==> src/design/mgpl_pkg.sv <==
// shared types and constants of the masked grid point locator
package mgpl_pkg;

  // default sizes
  localparam int unsigned MASK_BITS_DEF = 64;
  localparam int unsigned MAX_STEPS_DEF = 63;

  // field widths
  localparam int unsigned CFG_IDX_W  = 3;
  localparam int unsigned CFG_DATA_W = 64;
  localparam int unsigned STEPS_W    = 6;
  localparam int unsigned INDEX_W    = 7;
  localparam int unsigned POS_W      = 12;
  localparam int unsigned REF_LAT_W  = 31;
  localparam int unsigned REF_LON_W  = 32;
  localparam int unsigned SPACING_W  = 27;
  localparam int unsigned PROD_W     = STEPS_W + SPACING_W;
  localparam int unsigned ANGLE_W    = 40;

  // configuration register indexes
  typedef enum logic [CFG_IDX_W-1:0] {
    REG_LAT_STEPS  = 3'd0,
    REG_LON_STEPS  = 3'd1,
    REG_VALID_MASK = 3'd2,
    REG_REF_LAT    = 3'd3,
    REG_REF_LON    = 3'd4,
    REG_STEP_LAT   = 3'd5,
    REG_STEP_LON   = 3'd6
  } cfg_reg_e;

  // sequencer states, one-hot
  typedef enum logic [5:0] {
    ST_IDLE = 6'b000001,
    ST_SCAN = 6'b000010,
    ST_MLAT = 6'b000100,
    ST_MLON = 6'b001000,
    ST_MADD = 6'b010000,
    ST_DONE = 6'b100000
  } state_e;

endpackage

==> src/design/masked_grid_point_locator.sv <==
// masked grid point locator: mask scan sequencer with a shared multiplier and adder
//
//   channel | direction | handshake               | payload
//   --------+-----------+-------------------------+------------------------------------------
//   cfg     | in        | cfg_valid_i/cfg_ready_o | cfg_index_i, cfg_data_i
//   in      | in        | in_valid_i/in_ready_o   | packed_index_i
//   out     | out       | out_valid_o/out_ready_i | found_o .. point_lon_o
//
// a beat is accepted, then scanned at one grid position per cycle (bounded by the grid
// size and the mask length); a hit then runs through the shared multiplier and adder
// in ST_MLAT, ST_MLON and ST_MADD, and ST_DONE loads the output register.
// the scan loop over the mask sets how long a beat takes.
// reset clears the configuration registers and the sequencer, no result pending.
// a finished result waits in the output register while the next beat is accepted;
// a new result waits in the last state only while the old one is still stalled.
module masked_grid_point_locator
  import mgpl_pkg::*;
#(
  parameter int unsigned MASK_BITS = MASK_BITS_DEF,
  parameter int unsigned MAX_STEPS = MAX_STEPS_DEF
) (
  input  logic                      clk_i,
  input  logic                      rst_ni,
  input  logic                      cfg_valid_i,
  output logic                      cfg_ready_o,
  input  logic [CFG_IDX_W-1:0]      cfg_index_i,
  input  logic [CFG_DATA_W-1:0]     cfg_data_i,
  input  logic                      in_valid_i,
  output logic                      in_ready_o,
  input  logic [INDEX_W-1:0]        packed_index_i,
  output logic                      out_valid_o,
  input  logic                      out_ready_i,
  output logic                      found_o,
  output logic [POS_W-1:0]          grid_position_o,
  output logic                      point_valid_o,
  output logic [STEPS_W-1:0]        row_o,
  output logic [STEPS_W-1:0]        column_o,
  output logic signed [ANGLE_W-1:0] point_lat_o,
  output logic signed [ANGLE_W-1:0] point_lon_o
);

  // configuration registers
  logic [STEPS_W-1:0]   lat_steps_q, lon_steps_q;
  logic [MASK_BITS-1:0] mask_q;
  logic [REF_LAT_W-1:0] ref_lat_q;
  logic [REF_LON_W-1:0] ref_lon_q;
  logic [SPACING_W-1:0] step_lat_q, step_lon_q;

  // sequencer and scan state
  state_e               state_q, state_d;
  logic                 out_valid_q, out_valid_d;
  logic [INDEX_W-1:0]   want_q, want_d;
  logic [INDEX_W-1:0]   seen_q, seen_d;
  logic [POS_W-1:0]     pos_q, pos_d;
  logic [STEPS_W-1:0]   row_q, row_d;
  logic [STEPS_W-1:0]   col_q, col_d;
  logic [MASK_BITS-1:0] shift_q, shift_d;
  logic                 hit_q, hit_d;
  logic                 ok_q, ok_d;

  // arithmetic path
  logic [STEPS_W-1:0]   mul_a;
  logic [SPACING_W-1:0] mul_b;
  logic [PROD_W-1:0]    prod_q, prod_d;
  logic [ANGLE_W-1:0]   add_a, add_b, add_y;
  logic                 add_sub;
  logic [ANGLE_W-1:0]   lat_q, lat_d, lon_q, lon_d;

  logic [STEPS_W-1:0]   lat_n, lon_n;
  logic                 cur_ok, last_pos, past_mask, load_out;

  assign cfg_ready_o = 1'b1;
  assign in_ready_o  = (state_q == ST_IDLE);
  assign out_valid_o = out_valid_q;

  // configuration writes, unknown indexes dropped
  always_ff @(posedge clk_i or negedge rst_ni) begin
    if (!rst_ni) begin
      lat_steps_q <= '0;
      lon_steps_q <= '0;
      mask_q      <= '0;
      ref_lat_q   <= '0;
      ref_lon_q   <= '0;
      step_lat_q  <= '0;
      step_lon_q  <= '0;
    end else if (cfg_valid_i) begin
      case (cfg_reg_e'(cfg_index_i))
        REG_LAT_STEPS:  lat_steps_q <= cfg_data_i[STEPS_W-1:0];
        REG_LON_STEPS:  lon_steps_q <= cfg_data_i[STEPS_W-1:0];
        REG_VALID_MASK: mask_q      <= cfg_data_i[MASK_BITS-1:0];
        REG_REF_LAT:    ref_lat_q   <= cfg_data_i[REF_LAT_W-1:0];
        REG_REF_LON:    ref_lon_q   <= cfg_data_i[REF_LON_W-1:0];
        REG_STEP_LAT:   step_lat_q  <= cfg_data_i[SPACING_W-1:0];
        REG_STEP_LON:   step_lon_q  <= cfg_data_i[SPACING_W-1:0];
        default: ;
      endcase
    end
  end

  // step counts clamped to the grid limit
  assign lat_n = (lat_steps_q > STEPS_W'(MAX_STEPS)) ? STEPS_W'(MAX_STEPS) : lat_steps_q;
  assign lon_n = (lon_steps_q > STEPS_W'(MAX_STEPS)) ? STEPS_W'(MAX_STEPS) : lon_steps_q;

  // mask shifts left one position per step, zeros fill past the mask
  assign cur_ok    = shift_q[MASK_BITS-1];
  assign last_pos  = (row_q == lat_n) && (col_q == lon_n);
  assign past_mask = (pos_q == POS_W'(MASK_BITS));

  // shared multiplier: row by lat spacing, then column by lon spacing
  always_comb begin
    if (state_q == ST_MLAT) begin
      mul_a = row_q;
      mul_b = step_lat_q;
    end else begin
      mul_a = col_q;
      mul_b = step_lon_q;
    end
  end

  // shared adder: lat subtracts, lon adds
  always_comb begin
    if (state_q == ST_MLON) begin
      add_a   = {{(ANGLE_W-REF_LAT_W){ref_lat_q[REF_LAT_W-1]}}, ref_lat_q};
      add_sub = 1'b1;
    end else begin
      add_a   = {{(ANGLE_W-REF_LON_W){ref_lon_q[REF_LON_W-1]}}, ref_lon_q};
      add_sub = 1'b0;
    end
    add_b = {{(ANGLE_W-PROD_W){1'b0}}, prod_q};
    add_y = add_sub ? (add_a - add_b) : (add_a + add_b);
  end

  // sequencer
  always_comb begin
    state_d  = state_q;
    want_d   = want_q;
    seen_d   = seen_q;
    pos_d    = pos_q;
    row_d    = row_q;
    col_d    = col_q;
    shift_d  = shift_q;
    hit_d    = hit_q;
    ok_d     = ok_q;
    prod_d   = prod_q;
    lat_d    = lat_q;
    lon_d    = lon_q;
    load_out = 1'b0;
    case (state_q)
      ST_IDLE: begin
        if (in_valid_i) begin
          want_d  = packed_index_i;
          seen_d  = '0;
          pos_d   = '0;
          row_d   = '0;
          col_d   = '0;
          shift_d = mask_q;
          hit_d   = 1'b0;
          state_d = ST_SCAN;
        end
      end
      ST_SCAN: begin
        if (seen_q == want_q) begin
          hit_d   = 1'b1;
          ok_d    = cur_ok;
          state_d = ST_MLAT;
        end else if (last_pos || past_mask) begin
          // count can no longer reach the index
          hit_d   = 1'b0;
          state_d = ST_DONE;
        end else begin
          seen_d  = seen_q + INDEX_W'(cur_ok);
          shift_d = shift_q << 1;
          pos_d   = pos_q + POS_W'(1);
          if (col_q == lon_n) begin
            col_d = '0;
            row_d = row_q + STEPS_W'(1);
          end else begin
            col_d = col_q + STEPS_W'(1);
          end
        end
      end
      ST_MLAT: begin
        prod_d  = mul_a * mul_b;
        state_d = ST_MLON;
      end
      ST_MLON: begin
        lat_d   = add_y;
        prod_d  = mul_a * mul_b;
        state_d = ST_MADD;
      end
      ST_MADD: begin
        lon_d   = add_y;
        state_d = ST_DONE;
      end
      ST_DONE: begin
        if (!out_valid_q || out_ready_i) begin
          load_out = 1'b1;
          state_d  = ST_IDLE;
        end
      end
      default: state_d = ST_IDLE;
    endcase
  end

  // output valid
  always_comb begin
    if (load_out) begin
      out_valid_d = 1'b1;
    end else if (out_ready_i) begin
      out_valid_d = 1'b0;
    end else begin
      out_valid_d = out_valid_q;
    end
  end

  // control registers
  always_ff @(posedge clk_i or negedge rst_ni) begin
    if (!rst_ni) begin
      state_q     <= ST_IDLE;
      out_valid_q <= 1'b0;
    end else begin
      state_q     <= state_d;
      out_valid_q <= out_valid_d;
    end
  end

  // working registers
  always_ff @(posedge clk_i) begin
    want_q  <= want_d;
    seen_q  <= seen_d;
    pos_q   <= pos_d;
    row_q   <= row_d;
    col_q   <= col_d;
    shift_q <= shift_d;
    hit_q   <= hit_d;
    ok_q    <= ok_d;
    prod_q  <= prod_d;
    lat_q   <= lat_d;
    lon_q   <= lon_d;
  end

  // output register, all zero on a miss
  always_ff @(posedge clk_i) begin
    if (load_out) begin
      found_o         <= hit_q;
      grid_position_o <= hit_q ? pos_q : '0;
      point_valid_o   <= hit_q & ok_q;
      row_o           <= hit_q ? row_q : '0;
      column_o        <= hit_q ? col_q : '0;
      point_lat_o     <= hit_q ? lat_q : '0;
      point_lon_o     <= hit_q ? lon_q : '0;
    end
  end

endmodule

==> config.mk <==
export PLATFORM = sky130hd
export DESIGN_NAME = masked_grid_point_locator
export DESIGN_NICKNAME = d
export VERILOG_FILES = /design/src/design/mgpl_pkg.sv /design/src/design/masked_grid_point_locator.sv
export SDC_FILE = /design/constraint.sdc
export NUM_CORES = 1
export LEC_CHECK = 0
export BUFFER_PORTS_ARGS = -buffer_cell sky130_fd_sc_hd__buf_2
export CAP_MARGIN = 15
export CORE_ASPECT_RATIO = 0.8
export CORE_UTILIZATION = 30
export CTS_CLUSTER_DIAMETER = 60
export CTS_CLUSTER_SIZE = 12
export DETAILED_ROUTE_END_ITERATION = 6
export GPL_TIMING_DRIVEN = 1
export HOLD_SLACK_MARGIN = 0.02
export PLACE_DENSITY_LB_ADDON = 0.1
export SYNTH_ARGS = -nofsm -noshare
export SYNTH_HDL_FRONTEND = slang
export SYNTH_SLANG_ARGS = --single-unit
==> constraint.sdc <==
create_clock -name clk_i -period 20.2 [get_ports clk_i]
set_input_delay 2.02 -clock clk_i [delete_from_list [all_inputs] [get_ports clk_i]]
set_output_delay 2.02 -clock clk_i [all_outputs]
set_load 0.1 [all_outputs]
### Word-level counts from Yosys, hierarchy flattened

Cells that the tools add are included.

| word-level totals | value |
|---|---|
| bits in registers | 523 |
| bits of input ports | 79 |
| output and inout bits | 109 |
| logic and storage cells | 121 |

| cells by class | value |
|---|---|
| add/sub/neg operators | 6 |
| multiply operators | 1 |
| order comparisons | 2 |
| equal/unequal tests | 22 |
| multiplexer cells | 41 |
| bitwise logic cells | 1 |
| reduce and logical (&&, ||, !) cells | 21 |

Operator list:

| operator | count |
|---|---|
| $mux W64 | 3 |
| $pmux W64 S2 | 1 |
| $mux W6 | 14 |
| $mux W40 | 2 |
| $add A40 B33 Y40 | 1 |
| $sub A40 B33 Y40 | 1 |
| $mux W12 | 3 |
| $pmux W6 S6 | 1 |
| $mul A6 B27 Y33 | 1 |
| $mux W27 | 1 |
| $pmux W12 S2 | 1 |
| $pmux W6 S2 | 2 |
| $mux W7 | 3 |
| $reduce_and A2 Y1 | 9 |
| $pmux W7 S2 | 1 |
| $add A12 B1 Y12 const B | 1 |
| $add A6 B1 Y6 const B | 2 |
| $eq A12 B7 Y1 const B | 1 |
| $eq A6 B6 Y1 | 2 |
| $gt A6 B6 Y1 const B | 2 |
| $ne A2 B2 Y1 const B | 5 |
| $eq A3 B3 Y1 const B | 3 |
| $mux W1 | 8 |
| $add A7 B1 Y7 | 1 |
| 21 further kinds | 25 |

### Depth between registers and ports, before layout

Gate-level depths: netlist (run 1).

| depth | value |
|---|---|
| depth after elaboration | 8 |
| depth in mapped cells | 21 |
| mapped depth without buffers | 19 |

### Worst setup path after synthesis (run 1)

OpenSTA, ideal clock, no wires.

| path | value |
|---|---|
| kind | register to register |
| start point | register state_q[5] |
| end point | register row_q[0] (enable) |
| setup time | 0.329 ns |
| arrival time | 8.512 ns |
| data required time | 19.871 ns |
| setup slack | 11.359 ns |
| cell stages (with the launch flop) | 7 |
| buffers on the path | 1 |
| period minus slack after synthesis | 8.841 ns |
| cells stage by stage | dfrtp_1 -> or4_1 -> nor3b_1 -> clkbuf_1 -> nand2_1 -> o21ai_0 -> and2_1 |

| between the ends | value |
|---|---|
| word-level cells in the longest chain between the ends | 3 |
| elaborated cells on any way between the ends | 8 |
| classes of those cells | eq/ne: 6; reduce/logical: 2 |

Ends and longest elaborated chain:

| what | line | text |
|---|---|---|
| start: declaration | masked_grid_point_locator.sv:50 | `state_e state_q, state_d;` |
| start signal: assignment | masked_grid_point_locator.sv:222 | `state_q <= state_d;` |
| $eq A6 B2 Y1 / $eq A6 B1 Y1 (equally long branches) | masked_grid_point_locator.sv:148 | `case (state_q)` |
| $ne A2 B2 Y1 (no source line) / $reduce_bool A2 Y1 (equally long branches) | -- |  |
| $reduce_and A5 Y1 (no source line) (*) | -- |  |
| end signal: assignment | masked_grid_point_locator.sv:232 | `row_q <= row_d;` |
| end: declaration | masked_grid_point_locator.sv:55 | `logic [STEPS_W-1:0] row_q, row_d;` |

Mark *: on every way between the ends. The rest lies on a longest branch, timed or not.
A chain may end at the register's enable or synchronous reset.

### Worst setup path after layout (run 1)

| path | value |
|---|---|
| start point | register state_q[0] |
| end point | register prod_q[29] (data pin) |

| between the ends | value |
|---|---|
| word-level cells in the longest chain between the ends | 3 |
| elaborated cells on any way between the ends | 4 |
| classes of those cells | mul: 1; eq/ne: 1; mux: 2 |

Ends and longest elaborated chain:

| what | line | text |
|---|---|---|
| $eq A6 B3 Y1 (*) | masked_grid_point_locator.sv:111, masked_grid_point_locator.sv:148 |  |
| $mux W6 / $mux W27 (equally long branches) | masked_grid_point_locator.sv:111 | `if (state_q == ST_MLAT) begin` |
| $mul A6 B27 Y33 (*) | masked_grid_point_locator.sv:183, masked_grid_point_locator.sv:188 |  |
| end signal: assignment | masked_grid_point_locator.sv:237 | `prod_q <= prod_d;` |
| end: declaration | masked_grid_point_locator.sv:64 | `logic [PROD_W-1:0] prod_q, prod_d;` |

Marks and branches as above.

==> results of run 1 <==
==> worst max-delay path: stages, from the launching register on <==
cell       delay [ns]
dfstp_2          0.57
nor4_1           0.07
nand3b_1         0.09
buf_4            0.55
mux2i_4          0.32
buf_4            0.33
nor2_1           0.13
fa_1             0.58
inv_1            0.06
fa_1             0.46
fa_1             0.54
inv_1            0.05
ha_1             0.35
a211oi_1         0.29
o21ai_0          0.22
a2111oi_0        0.68
nor4_1           0.19
o211ai_1         0.28
o21ai_0          0.22
o41ai_1          0.36
xnor2_1          0.10
==> final cells by class <==
class	instances	area [µm²]	share of cell area
multi-input cells	1642	12330	0.3861
repair buffers	212	1135	0.03552
well taps	1212	1516	0.04747
clock buffers	90	1572	0.04919
inverters	160	601.8	0.01884
diodes	1	2.502	0.00007833
flip-flops and latches	523	14710	0.4603
clock inverters	11	78.83	0.002467
==> kinds of logic (layout without fill, tap and decap cells) <==
group | count (synthesis) | count (layout)
and+or+nand+nor | 860 | 860
DFF | 523 | 523
buffers and inverters | 252 | 473
AOI/OAI and AO/OA | 236 | 236
muxes | 228 | 228
adders and majority gates | 189 | 189
xor gates and xnor gates | 128 | 128
other | 1 | 2
==> stage by stage <==
step	hold WS [ns]	power (µW)	utilization	worst slack, ns
6_report	0.4603	4863	0.3485	13.47
4_1_cts	0.4695	4940	0.3485	13.40
5_1_grt	0.4852	5304	0.3485	12.90
3_3_place_gp	0.4483	3942	0.3305	13.41
3_5_place_dp	0.4526	3953	0.3305	13.45
2_1_floorplan	0.4307	3327	-	11.36
==> metal layers <==
layer	track usage	share of wire	vias up
met5	0	0	-
met4	0.03427	0.018	0
met3	0.02370	0.041	74
met2	0.2213	0.42	319
met1	0.2298	0.52	8842
li1	-	-	8622
==> power by group through the flow <==
stage | logic (µW) | clock network [µW] | registers, µW
after floorplan | 1750 | 0 | 1580
after global placement | 2340 | 0 | 1600
after detailed placement | 2350 | 0 | 1610
after CTS | 2370 | 988 | 1590
after global routing | 2670 | 1030 | 1610
final | 2330 | 949 | 1580
==> state kept, by name, summed over array words and instances, names as in the netlist, 27 cells and up <==
name / cells
mask_q: 64
shift_q: 64
lat_q: 40
lon_q: 40
point_lat_o: 40
point_lon_o: 40
prod_q: 33
ref_lon_q: 32
ref_lat_q: 31
step_lat_q: 27
step_lon_q: 27
==> worst min-delay path by stage <==
stage | from | to
after floorplan | shift_q[63] | ok_q
after global placement | shift_q[63] | ok_q
after detailed placement | shift_q[63] | ok_q
after CTS | shift_q[63] | ok_q
after global routing | shift_q[63] | ok_q
final | shift_q[63] | ok_q
==> synth_stat cells, types with 3 or more instances <==
library cell	instances	area [µm²]
xor2_1	57	499.2
nor2b_1	4	25.02
nor3b_1	4	30.03
nand4b_1	3	26.28
nand3b_1	7	52.55
clkbuf_1	78	292.8
inv_1	159	596.8
o21ai_0	45	225.2
o31ai_1	5	37.54
fa_1	102	2042
or2_2	10	62.56
nand2b_1	12	75.07
a41o_1	5	50.05
edfxtp_1	323	9699
nand4_1	15	93.84
xnor2_1	71	621.9
and2_1	115	719.4
nor4_1	8	50.05
a2111oi_0	3	26.28
a211oi_1	10	75.07
a21o_1	34	255.2
o41ai_1	6	52.55
nand3_1	31	155.2
o21a_1	14	105.1
ha_1	87	1089
or3_1	6	37.54
and3_1	6	37.54
mux2_2	193	2173
buf_1	11	41.29
nor3_1	24	120.1
nor2_1	258	968.4
a41oi_1	3	26.28
mux2i_1	35	350.3
a21oi_1	68	340.3
a31oi_1	5	31.28
dfrtp_1	199	4980
o221ai_1	4	35.03
o211ai_1	8	60.06
or4_1	4	30.03
o21bai_1	8	60.06
nand2_1	339	1272
==> reports/metrics.yaml, run 1 <==
timing:
  slew_headroom: 0.3504
  fmax_mhz: 148.5
  finalMaxSlewViolations: 0
  fin_crit_sh: 0.3333
  layout_min_cycle_time_ns: 6.733
  tightest_slew_ns: 0.9724
  fin_skew_ns: 0.02741
  rsz0062_at_grt: "false"
  tns_ns: 0
  hold_viol: 0
  setup_viol: 0
synthesis:
  synth_top_family_by_area: "simple AND/OR/NAND/NOR gates"
  ys_ff_latch: 523
  muxShareOfSynthArea: 0.09040
  synthArstFlopShare: 0.3824
  synth_compound_area_frac: 0.05549
  synth_xor_area_frac: 0.04016
  netlist_area_mm2: 0.02792
  synth_nets: 2685
  avgSynthCellArea_um2: 11.55
  synth-edff-count: 323
  synth_ff_type: "edfxtp_1"
  synthAdderAreaFrac: 0.1121
  synth_cell_types: 70
  syn_inst: 2417
  synth_warnings: 0
  yosysSeqAreaShare: 0.5268
  synth-simple-area-share: 0.1408
critical_path:
  critPathKind: "reg -> reg"
  cp.arrival_ns: 7.09
  regToRegSetupSlack_ns: 13.47
  critPathLaunchType: "flop"
  required_ns: 20.55
  cp-endpoint: "prod_q[29]"
  worstPathMaxFanout: 35
  r2r_cells: 20
  r2r_start: "state_q[0]"
  crit_start: "state_q[0]"
  regToRegEndpoint: "prod_q[29]"
  end_kind: "flop"
finish:
  fin_area_mm2: 0.03195
  nets: 2861
  fin_cells: 3851
  area_growth_pct: 14.44
  fillCellCount: 9268
  mostFrequentLayoutCells: "339 x nand2_1, 323 x edfxtp_1, 258 x nor2_1, 199 x dfrtp_1, 193 x mux2_2"
  layout-drive-gt1-share: 0.1941
  layout.cells.most_common: "nand2_1"
floorplanning:
  fp.dieW_um: 343.1
  die_area_mm2: 0.09428
  core_area_mm2: 0.09166
  die_y_um: 274.8
  initial_core_util: 0.3045
  ios: 188
  row_count: 99
flow_run:
  max_cap_violations: 0
pwr:
  power_switching_uw: 1942
  switching_share: 0.3994
  p_seq_frac: 0.326
  clkPwrFrac: 0.195
  p_comb_frac: 0.479
  internal_power_uw: 2921
  p_leak_uw: 0.01357
  power-per-cell-area_mw_per_mm2: 152.2
  ir_drop_v: 0.0001015
clock_network:
  h-tree-depth: 2
  root_buffer: "clkbuf_16"
  post_cts_buffers: 0
  post_cts_resized: 0
  numCtsBuffers: 54
  cts_tree: "built"
  clock-sinks: 523
  cts_hold_buffers: 0
  cts.path.max_buffers: 3
  insertion_delay_ns: 0.62
  clk_pin_slew_ns: 0.06
global_route:
  grt_pass1_wl_mm: 109.2
  grt.overflow.total: 0
  grt_max_degree: 107
  grt_pass1_vias: 18023
  antenna_found_initial: 13
  grt_usage: 0.1504
drt:
  vias: 17857
  drt_iter0_drc: 1048
  postRouteAntennaNets: 0
  wirelength_mm: 71.35
  wl_per_cell_um: 18.53
  drcViolationCount: 0
  viasPerCell: 4.637
  firstDrtPassIters: 5
min_path:
  whs_path_depth: 0
  hold_path.class: "reg -> reg"
place:
  dp_hpwl_mm: 51.97
  place_area_mm2: 0.03029
  portBuffers: 186
  gp_congestion: 0.8407
  place_inst: 3749
outcome:
  outcome: "finished clean"
(Power assumes the default switching activity.)
==> inputs of run 2 (changes only) <==
clock period = 6.6 ns   (was 20.2 ns; I/O delays follow)
==> run 2 against run 1 <==
  * First-iteration DRC count rose by 11%
  * Utilization rose by 0.17 points
  * Final area rose by 0.48%
  * Cell count rose by 0.36%
  * Power rose to 3.2 times the previous value
  * Die area did not move
  * Sequential share of layout area fell by 0.22 points
  * Global-route usage rose by 0.59 points
  * Non-clock buffer count rose by 13
  * Critical path type unchanged
  * Largest cell class unchanged
==> reports/metrics.yaml, run 2 (synthesis gave the netlist of run 1 again) <==
finish:
  mostFrequentLayoutCells: "339 x nand2_1, 323 x edfxtp_1, 258 x nor2_1, 199 x dfrtp_1, 193 x mux2_2"
  nets: 2874  # +0.45%
  top_regs: "mask_q (64), shift_q (64)"
  area_growth_pct: 14.98
  layout-drive-gt1-share: 0.1980  # +0.003877
  multi_input_area_mm2: 0.01232  # -0.13%
  layout.cells.most_common: "nand2_1"
  fin_area_mm2: 0.03210  # +0.48%
  seq_area_mm2: 0.01471  # unchanged
  fillCellCount: 9173  # -1.0%
drt:
  firstDrtPassIters: 6  # +1
  drt_iter0_drc: 1167  # +11%
  wirelength_mm: 73.58  # +3.1%
  viasPerCell: 4.708  # +1.5%
  postRouteAntennaNets: 0  # unchanged
  vias: 18195  # +1.9%
  drcViolationCount: 0  # unchanged
  wl_per_cell_um: 19.04  # +2.8%
place:
  post-place-ws_ns: 0.3792  # -13.07 ns
  gp_congestion: 0.8622  # +2.6%
  portBuffers: 186  # unchanged
  place_area_mm2: 0.03040  # +0.35%
  dp_hpwl_mm: 53.72  # +3.4%
global_route:
  grt.overflow.total: 0  # unchanged
  grt_usage: 0.1563  # +0.005896
  grt_pass1_vias: 18563  # +3.0%
  grt_pass1_wl_mm: 113.0  # +3.4%
  antenna_found_initial: 8  # -5
  grt_max_degree: 113  # +5.6%
clock_network:
  clk_pin_slew_ns: 0.07  # about the same
  root_buffer: "clkbuf_16"
  numCtsBuffers: 54  # unchanged
  cts.path.max_buffers: 3  # unchanged
  post_cts_buffers: 0  # unchanged
  clock-sinks: 523  # unchanged
  h-tree-depth: 2  # unchanged
  insertion_delay_ns: 0.64  # +0.02 ns
  cts_tree: "built"
pwr:
  total_power_uw: 15520  # +220%
  ir_drop_v: 0.0002761  # +170%
  power-per-cell-area_mw_per_mm2: 483.4  # +220%
  p_leak_uw: 0.01366  # +0.65%
critical_path:
  r2r_cells: 20  # unchanged
  regToRegEndpoint: "prod_q[28]"
  cp.arrival_ns: 6.55  # -0.54 ns
  critPathLaunchType: "flop"
  required_ns: 6.95  # -13.60 ns
  end_kind: "flop"
  critPathKind: "reg -> reg"
  worstPathMaxFanout: 35  # unchanged
  regToRegSetupSlack_ns: 0.41  # -13.06 ns
  r2r_start: "state_q[1]"
timing:
  fin_crit_sh: 0.9382  # +0.6049
  fmax_mhz: 161.5  # +8.7%
  hold_viol: 0  # unchanged
  rsz0062_at_grt: "false"
  final.setup.worst_slack_ns: 0.4077  # -13.06 ns
  slew_headroom: 0.3242  # -0.02620
  tns_ns: 0  # unchanged
  fin_skew_ns: 0.03299  # +0.005578 ns
  layout_min_cycle_time_ns: 6.192  # -0.5410 ns
  finalMaxSlewViolations: 0  # unchanged
  tightest_slew_ns: 1.010  # +0.03758 ns
  setup_viol: 0  # unchanged
  timing.hold.ws_ns: 0.05577  # -0.4045 ns
floorplanning:
  die_area_mm2: 0.09428  # unchanged
  die_y_um: 274.8  # unchanged
  fp.dieW_um: 343.1  # unchanged
  row_count: 99  # unchanged
  ios: 188  # unchanged
  core_area_mm2: 0.09166  # unchanged
  initial_core_util: 0.3045  # unchanged
min_path:
  hold_path.class: "in -> async"
outcome:
  outcome: "finished clean"
flow_run:
  max_cap_violations: 0  # unchanged
## run 2: area by class of cell
type / count / area share
inverter: 160 / 0.01875
antenna: 1 / 0.00007796
tap: 1212 / 0.04724
clock buffer: 92 / 0.04915
sequential: 523 / 0.4581
timing repair buffer: 225 / 0.03918
clock inverter: 10 / 0.003703
multi-input combinational: 1642 / 0.3838
## run 2: worst max-delay path by stage
| stage | endpoint | from | slack (ns) |
|---|---|---|---|
| after detailed placement | prod_q[31] | state_q[1] | 0.38 |
| after CTS | prod_q[31] | state_q[1] | 0.33 |
| final | prod_q[28] | state_q[1] | 0.41 |
| after global routing | prod_q[25] | state_q[1] | 0.01 |
| after floorplan | column_o[0] | out_valid_o | 0.31 |
| after global placement | prod_q[29] | state_q[1] | 0.46 |
## run 2: power by group
part / switching (µW) / total [µW] / internal, µW
Sequential: 346 / 4850 / 4500
Combinational: 4710 / 7670 / 2960
Clock: 1320 / 3000 / 1680
## run 2: metal layers
layer,routed length (µm),share of wire,global-route usage
met1,37050,0.50,0.2333
met2,31650,0.43,0.2349
met3,3520,0.048,0.02626
met4,1370,0.019,0.03602
met5,0,0,0
## run 2: what timing repair did
item                       4_1_cts  5_1_grt
setup endpoints to repair        0        3
resized for setup                0        2
hold buffers                     0        0
## run 2: through the flow
stage	instances	utilization
after CTS	3864	0.3501
after global routing	3864	0.3502
final	3865	0.3502
after detailed placement	3762	0.3316
after floorplan	2417	-
after global placement	3762	0.3316
## run 2: worst max-delay path, stage by stage, from the launching register on
cell,delay (ns)
dfrtp_1,0.41
nor4_1,0.36
nand3b_1,0.18
buf_12,0.24
mux2i_2,0.32
buf_4,0.27
nor2_1,0.09
fa_1,0.50
fa_1,0.54
inv_1,0.05
fa_1,0.53
inv_1,0.04
ha_1,0.36
a211oi_1,0.32
o21ai_0,0.19
a311oi_1,0.33
a21oi_1,0.16
a311oi_1,0.44
o21a_1,0.24
o21ai_0,0.13
xor2_1,0.18
